==> src/vcs_divsqrt.sv <==
// Shared iterative unit: radix-2 integer square root and unsigned divide.
`default_nettype none
module vcs_divsqrt (
   input  wire logic         clock,
   input  wire logic         reset,
   input  wire logic         start,
   input  wire logic         is_sqrt,
   input  wire logic [95:0]  num,
   input  wire logic [63:0]  den,
   output logic              done,
   output logic [95:0]       quo
);
   logic [95:0] rem_ff, rem_in, q_ff, q_in, n_ff, n_in;
   logic [63:0] d_ff, d_in;
   logic [6:0]  cnt_ff, cnt_in;
   logic        busy_ff, busy_in, sq_ff, sq_in, done_ff, done_in;
   logic [97:0] trial;
   logic [97:0] rsh;

   always_comb begin
      rem_in = rem_ff; q_in = q_ff; n_in = n_ff; d_in = d_ff; cnt_in = cnt_ff;
      busy_in = busy_ff; sq_in = sq_ff; done_in = 1'b0;
      rsh = '0; trial = '0;
      if (start) begin
         rem_in = '0; q_in = '0; n_in = num; d_in = den; sq_in = is_sqrt;
         busy_in = 1'b1; cnt_in = is_sqrt ? 7'd32 : 7'd96;
      end else if (busy_ff) begin
         // advance one digit
         if (sq_ff) begin
            rsh = {rem_ff[95:0], n_ff[63:62]};
            trial = {32'd0, q_ff[63:0], 2'b01};
            n_in = {n_ff[95:0] << 2};
         end else begin
            rsh = {1'b0, rem_ff, n_ff[95]};
            trial = {34'd0, d_ff};
            n_in = {n_ff[94:0], 1'b0};
         end
         if (rsh >= trial) begin
            rem_in = 96'(rsh - trial);
            q_in = {q_ff[94:0], 1'b1};
         end else begin
            rem_in = rsh[95:0];
            q_in = {q_ff[94:0], 1'b0};
         end
         cnt_in = cnt_ff - 7'd1;
         if (cnt_ff == 7'd1) begin
            busy_in = 1'b0; done_in = 1'b1;
         end
      end
   end

   always_ff @(posedge clock) begin
      if (reset) begin
         busy_ff <= 1'b0; done_ff <= 1'b0; cnt_ff <= '0;
      end else begin
         busy_ff <= busy_in; done_ff <= done_in; cnt_ff <= cnt_in;
      end
      rem_ff <= rem_in; q_ff <= q_in; n_ff <= n_in; d_ff <= d_in; sq_ff <= sq_in;
   end

   assign done = done_ff;
   assign quo  = q_ff;
endmodule
`default_nettype wire

==> config.mk <==
export PLATFORM = sky130hd
export DESIGN_NAME = vcs_divsqrt
export DESIGN_NICKNAME = d
export VERILOG_FILES = /design/src/vcs_divsqrt.sv
export SDC_FILE = /design/constraint.sdc
export NUM_CORES = 1
export LEC_CHECK = 0
export BUFFER_PORTS_ARGS = -buffer_cell sky130_fd_sc_hd__buf_4
export CORE_ASPECT_RATIO = 0.7
export CORE_MARGIN = 4
export CORE_UTILIZATION = 50
export CTS_CLUSTER_DIAMETER = 60
export DETAILED_ROUTE_END_ITERATION = 7
export PLACE_DENSITY = 0.7
export SYNTH_ARGS = -nofsm -noshare
export SYNTH_HDL_FRONTEND = slang
export SYNTH_SLANG_ARGS = --single-unit
==> constraint.sdc <==
create_clock -name clock -period 7.6 [get_ports clock]
set_input_delay 0 -clock clock [delete_from_list [all_inputs] [get_ports clock]]
set_output_delay 0 -clock clock [all_outputs]
set_load 0.01 [all_outputs]
======== Yosys cells after proc, flatten, opt, wreduce, memory -nomap -nowiden ========
Cells that the tools add are included.
storage, ports and cells
  bits in registers ....................... 362
  bits in latches ......................... 0
  bits in writable memories ............... 0
  memory bits (read-only) ................. 0
  input port bits ......................... 164
  output and inout bits ................... 97
  word-level logic and storage cells ...... 33
  memories kept ........................... 0
operators by class
  add/sub/neg operators ................... 2
  multipliers ............................. 0
  divide/modulo/power cells ............... 0
  magnitude comparators ................... 1
  eq/ne operators ......................... 1
  shifts and indexed selects .............. 0
  mux-type cells .......................... 18
  bitwise operators ....................... 1
  reduce and logical (&&, ||, !) cells .... 2
operators with widths
  kind                 count
  $mux 98              5
  $mux 96              4
  $ge 98x98->1         1
  $sub 96x96->96       1
  $mux 66              1
  $mux 7               3
  $eq 7x1->1 const B   1
  $sub 7x1->7 const B  1
  $mux 1               5
  $reduce_or 3->1      1
  $reduce_bool 2->1    1
  $not 1->1            1

======== Depth between registers and ports, before layout ========
  word-level depth ........................ 5
  depth in mapped cells ................... 25
  depth with buffers taken out ............ 13

======== Worst setup path before layout ========
No wires, ideal clock.
  kind .................................... reg2reg
  start ................................... reg sq_ff
  end ..................................... reg rem_ff[86]
  data arrival time ....................... 5.472 ns
  data required time ...................... 7.483 ns
  path slack .............................. 2.011 ns
  stages on the path, launching flop included .. 24
  period minus slack after synthesis ...... 5.589 ns
  cell sequence ........................... edfxtp_1 -> buf_2 -> buf_2 -> buf_2 -> buf_2 -> buf_2 -> buf_2 -> buf_2 -> buf_1 -> clkbuf_1 -> buf_2 -> mux2i_1 -> ha_1 -> a21oi_2 -> o21ai_0 -> a31o_1 -> a311o_1 -> a32oi_2 -> a31oi_4 -> and4bb_1 -> buf_4 -> or3b_1 -> xor2_1 -> a22o_1
between the ends
  word-level cells in the longest chain between the ends .. 5
  elaborated cells between the ends (all ways) .. 9
ends and longest elaborated chain
  element                                         line    source
  start: declaration                              16      logic busy_ff, busy_in, sq_ff, sq_in, done_ff, done_in;
  start signal: assignment                        58      rem_ff <= rem_in; q_ff <= q_in; n_ff <= n_in; d_ff <= d_in; sq_ff <= sq_in;
  $mux 98 or $mux 66 (tied branches)              29      if (sq_ff) begin
  $mux 98                                         27      end else if (busy_ff) begin
  $mux 98                                         24      if (start) begin
  $sub 96x96->96 or $ge 98x98->1 (tied branches)  39, 38
  $mux 96 (*)                                     38      if (rsh >= trial) begin
  end signal: assignment                          58
  end: declaration                                13      logic [95:0] rem_ff, rem_in, q_ff, q_in, n_ff, n_in;
Every way passes the cells marked *; elsewhere a longest branch is shown, timed or not. The select of a mux whose other input is x is not followed.
A chain may end at the register's enable or synchronous reset.

======== Worst setup path after layout ========
  start ................................... reg sq_ff
  end ..................................... reg rem_ff[63]
The elaborated chain is that of the path after synthesis.

==> metrics.cfg <==
[power]
power.share.sequential_pct=26.3
p_per_area_mw_per_mm2=370
ir_worst_vdd_uv=309
p_int_mw=5.46
swShare_pct=44.6
p_switching_mw=4.39
leakage_nw=11.1
combPwrFrac_pct=53.1
clkPwrFrac_pct=20.6

[timing]
slew_violations=0
finalHoldViolations=0
rsz0062_at_grt=no
holdWs_ns=0.158
timing.fmax_mhz=183
fin_skew_ns=0.0184
tns_ns=0
fin_crit_sh_pct=72.0
maxSlewHeadroom_pct=21.0
min_period_ns=5.48
worst_slew_pin_slew_ns=1.16
finalSetupViolations=0

[logic_synthesis]
synth-seq-cells=362
seq_area_frac_synth_pct=41.3
synth_edf_count=161
syn-cell-area_mm2=0.0215
ys_warn_count=0
synth_nets=2555
async_reset_ff_share_pct=0
synth.distinct_cells=86
synth-main-ff-cell=dfxtp_1
avgSynthCellArea_um2=9.24
netlist_instances=2322

[place]
port-buffer-count=260
hpwl_um=43100
gp_congestion=0.963

[clocking]
clk_pin_slew_worst_paths_ns=0.06
cts_resized=0
cts_tree=done
cts_htree_levels=2
insertion_delay_ns=0.55
cts_root_buffer=clkbuf_16
clkSinkCount=362
numCtsBuffers=39
cts_buffer_depth=3

[final_layout]
fin_nets=2878
syn2layout_area_growth_pct=24.1
layout-drive-gt1-share_pct=16.1

[floorplan]
start_util_pct=50.6
pin_count=261
die_y_um=181
dieArea_mm2=0.0464
die_x_um=256
fp-row-count=63
fp.coreArea_mm2=0.0424

[worst_setup_path]
critPathArrivalTime_ns=5.94
rrSetupSlack_ns=2.12
endpoint_kind=register
crit_path_start_kind=register
required_ns=8.07
r2r_end=rem_ff[63]$_SDFFE_PP0P_
worstSetupPathType=reg2reg
regToRegStartpoint=sq_ff$_DFFE_PP_
reg2reg_depth=12
cp_max_fo=93

[min_path]
hold_start=den[14]
min_to=d_ff[14]$_DFFE_PP_
min_path_type=in2reg
holdPathStages=2

[global_route]
antenna_found_initial=4
grt_use_total_pct=26.0
grt_max_degree=239
grt_pass1_wl_um=99800
grt-ovfl-total=0
grt_pass1_vias=18100

[run]
cap_violations=0

[routing]
vias=19100
wl_um=63400
post_drt_wl_per_cell_um=19.6
drtIter0Drc=1668
drtAntennaViolNets=0
drc_errors=0
drt-pass1-iter-count=5
via_per_inst=5.93

[run_status]
status=finished clean

cell usage after synthesis, types with 5 or more instances:
| cell type | instances | area (µm²) |
|---|---|---|
| nand2_1 | 326 | 1220 |
| mux2i_1 | 263 | 2630 |
| nor2_1 | 223 | 837 |
| dfxtp_1 | 201 | 4020 |
| o21ai_0 | 165 | 826 |
| edfxtp_1 | 161 | 4830 |
| a21oi_1 | 109 | 546 |
| clkbuf_1 | 104 | 390 |
| ha_1 | 68 | 851 |
| mux2_2 | 67 | 754 |
| nand4_1 | 47 | 294 |
| a311oi_1 | 46 | 403 |
| nor3_1 | 41 | 205 |
| xnor2_1 | 41 | 359 |
| buf_2 | 32 | 160 |
| xor2_1 | 32 | 280 |
| nand3_1 | 27 | 135 |
| inv_1 | 26 | 97.6 |
| nor2b_1 | 26 | 163 |
| a31oi_1 | 20 | 125 |
| a21o_1 | 19 | 143 |
| and3_1 | 18 | 113 |
| o21bai_1 | 18 | 135 |
| o21a_1 | 17 | 128 |
| nand2b_1 | 15 | 93.8 |
| a211oi_1 | 14 | 105 |
| nor4_1 | 13 | 81.3 |
| buf_1 | 12 | 45.0 |
| a211o_1 | 11 | 96.3 |
| nor3b_1 | 10 | 75.1 |
| o31ai_1 | 9 | 67.6 |
| buf_4 | 8 | 60.1 |
| or3_1 | 8 | 50.1 |
| and4_1 | 7 | 61.3 |
| o21ai_1 | 7 | 35.0 |
| a2111oi_0 | 6 | 52.6 |
| and2_1 | 6 | 37.5 |
| a32o_1 | 5 | 50.1 |
| a32oi_1 | 5 | 43.8 |
| o211a_1 | 5 | 50.1 |
| o211ai_1 | 5 | 37.5 |
power groups by stage:
stage | sequential (mW) | combinational [mW] | clock [mW]
final | 2.59 | 5.23 | 2.03
after global routing | 2.63 | 5.66 | 2.14
after CTS | 2.58 | 5.09 | 2.06
after detailed placement | 2.62 | 4.98 | 0
after global placement | 2.61 | 4.95 | 0
after floorplan | 2.53 | 3.75 | 0
flip-flops by register name, summed over array words and instances, names as in the netlist:
register	count
cnt_ff	7
quo	96
done	1
d_ff	64
n_ff	96
busy_ff	1
rem_ff	96
sq_ff	1
worst max path at each step:
stage | start | end | slack (ns)
floorplan | sq_ff$_DFFE_PP_ | rem_ff[86]$_SDFFE_PP0P_ | 2.01
global placement | sq_ff$_DFFE_PP_ | rem_ff[35]$_SDFFE_PP0P_ | 2.42
detailed placement | sq_ff$_DFFE_PP_ | rem_ff[36]$_SDFFE_PP0P_ | 2.27
CTS | sq_ff$_DFFE_PP_ | rem_ff[36]$_SDFFE_PP0P_ | 2.24
global route | sq_ff$_DFFE_PP_ | rem_ff[61]$_SDFFE_PP0P_ | 1.99
finish | sq_ff$_DFFE_PP_ | rem_ff[63]$_SDFFE_PP0P_ | 2.12
final cells by class:
| cell class | count | area [µm²] |
|---|---|---|
| antenna | 2 | 5.00 |
| clock buffer | 54 | 1150 |
| clock inverter | 16 | 210 |
| fill | 3520 | 15800 |
| inverter | 26 | 100 |
| multi-input combinational | 1778 | 11900 |
| sequential | 362 | 8860 |
| tap | 552 | 691 |
| timing repair buffer | 438 | 3750 |
layer usage:
| metal | track usage [%] | part of all wire (%) | vias up |
|---|---|---|---|
| met5 | 0 | 0.047 | - |
| met4 | 5.74 | 2.1 | 4 |
| met3 | 4.81 | 7.2 | 103 |
| met2 | 39.1 | 43 | 696 |
| met1 | 39.1 | 48 | 9158 |
| li1 | - | - | 9172 |
worst max-delay path: stages, from the launching register on:
cell and delay (ns):
edfxtp_1 0.44, buf_12 0.40, mux2_2 0.42, ha_1 0.42, nand4_1 0.34, nor3_1 0.65
nand4_1 0.20, nor4_1 0.47, a211oi_2 0.17, nand3_2 0.15, or2_1 0.67, nand2_1 0.60
o21ai_0 0.31
stage by stage:
stage | std cells | setup slack, ns | instance area, µm² | utilization (%) | power, mW
2_1_floorplan | 2322 | 2.01 | 21500 | - | 6.28
3_3_place_gp | 2993 | 2.42 | 23600 | 55.7 | 7.56
5_1_grt | 3228 | 1.99 | 26600 | 62.8 | 10.4
3_5_place_dp | 2993 | 2.27 | 23600 | 55.7 | 7.60
4_1_cts | 3226 | 2.24 | 26600 | 62.8 | 9.73
6_report | 3228 | 2.12 | 26600 | 62.8 | 9.85
kinds of logic after synthesis:
| group | after synthesis | synth area share (%) |
|---|---|---|
| fa+ha+maj | 69 | 4.06 |
| buf+inv | 182 | 3.51 |
| flops | 362 | 41.3 |
| compound gates | 516 | 15.7 |
| mux | 330 | 15.8 |
| simple gates | 790 | 16.7 |
| xor+xnor | 73 | 2.98 |
cell usage in the layout (no fill, tap or decap), drive strengths merged, types with 68 or more instances in the layout:
cell and n:
nor2 224, dfxtp 201, a21oi 111, o21ai 174
dlygate4sd3 163, mux2i 263, nand2 326, ha 68
buf 275, edfxtp 161
timing repair:
item / CTS / global route
hold endpoints to repair: 219 / 0
setup buffers: 0 / 0
hold buffers: 163 / 0
(Power assumes the default switching activity.)
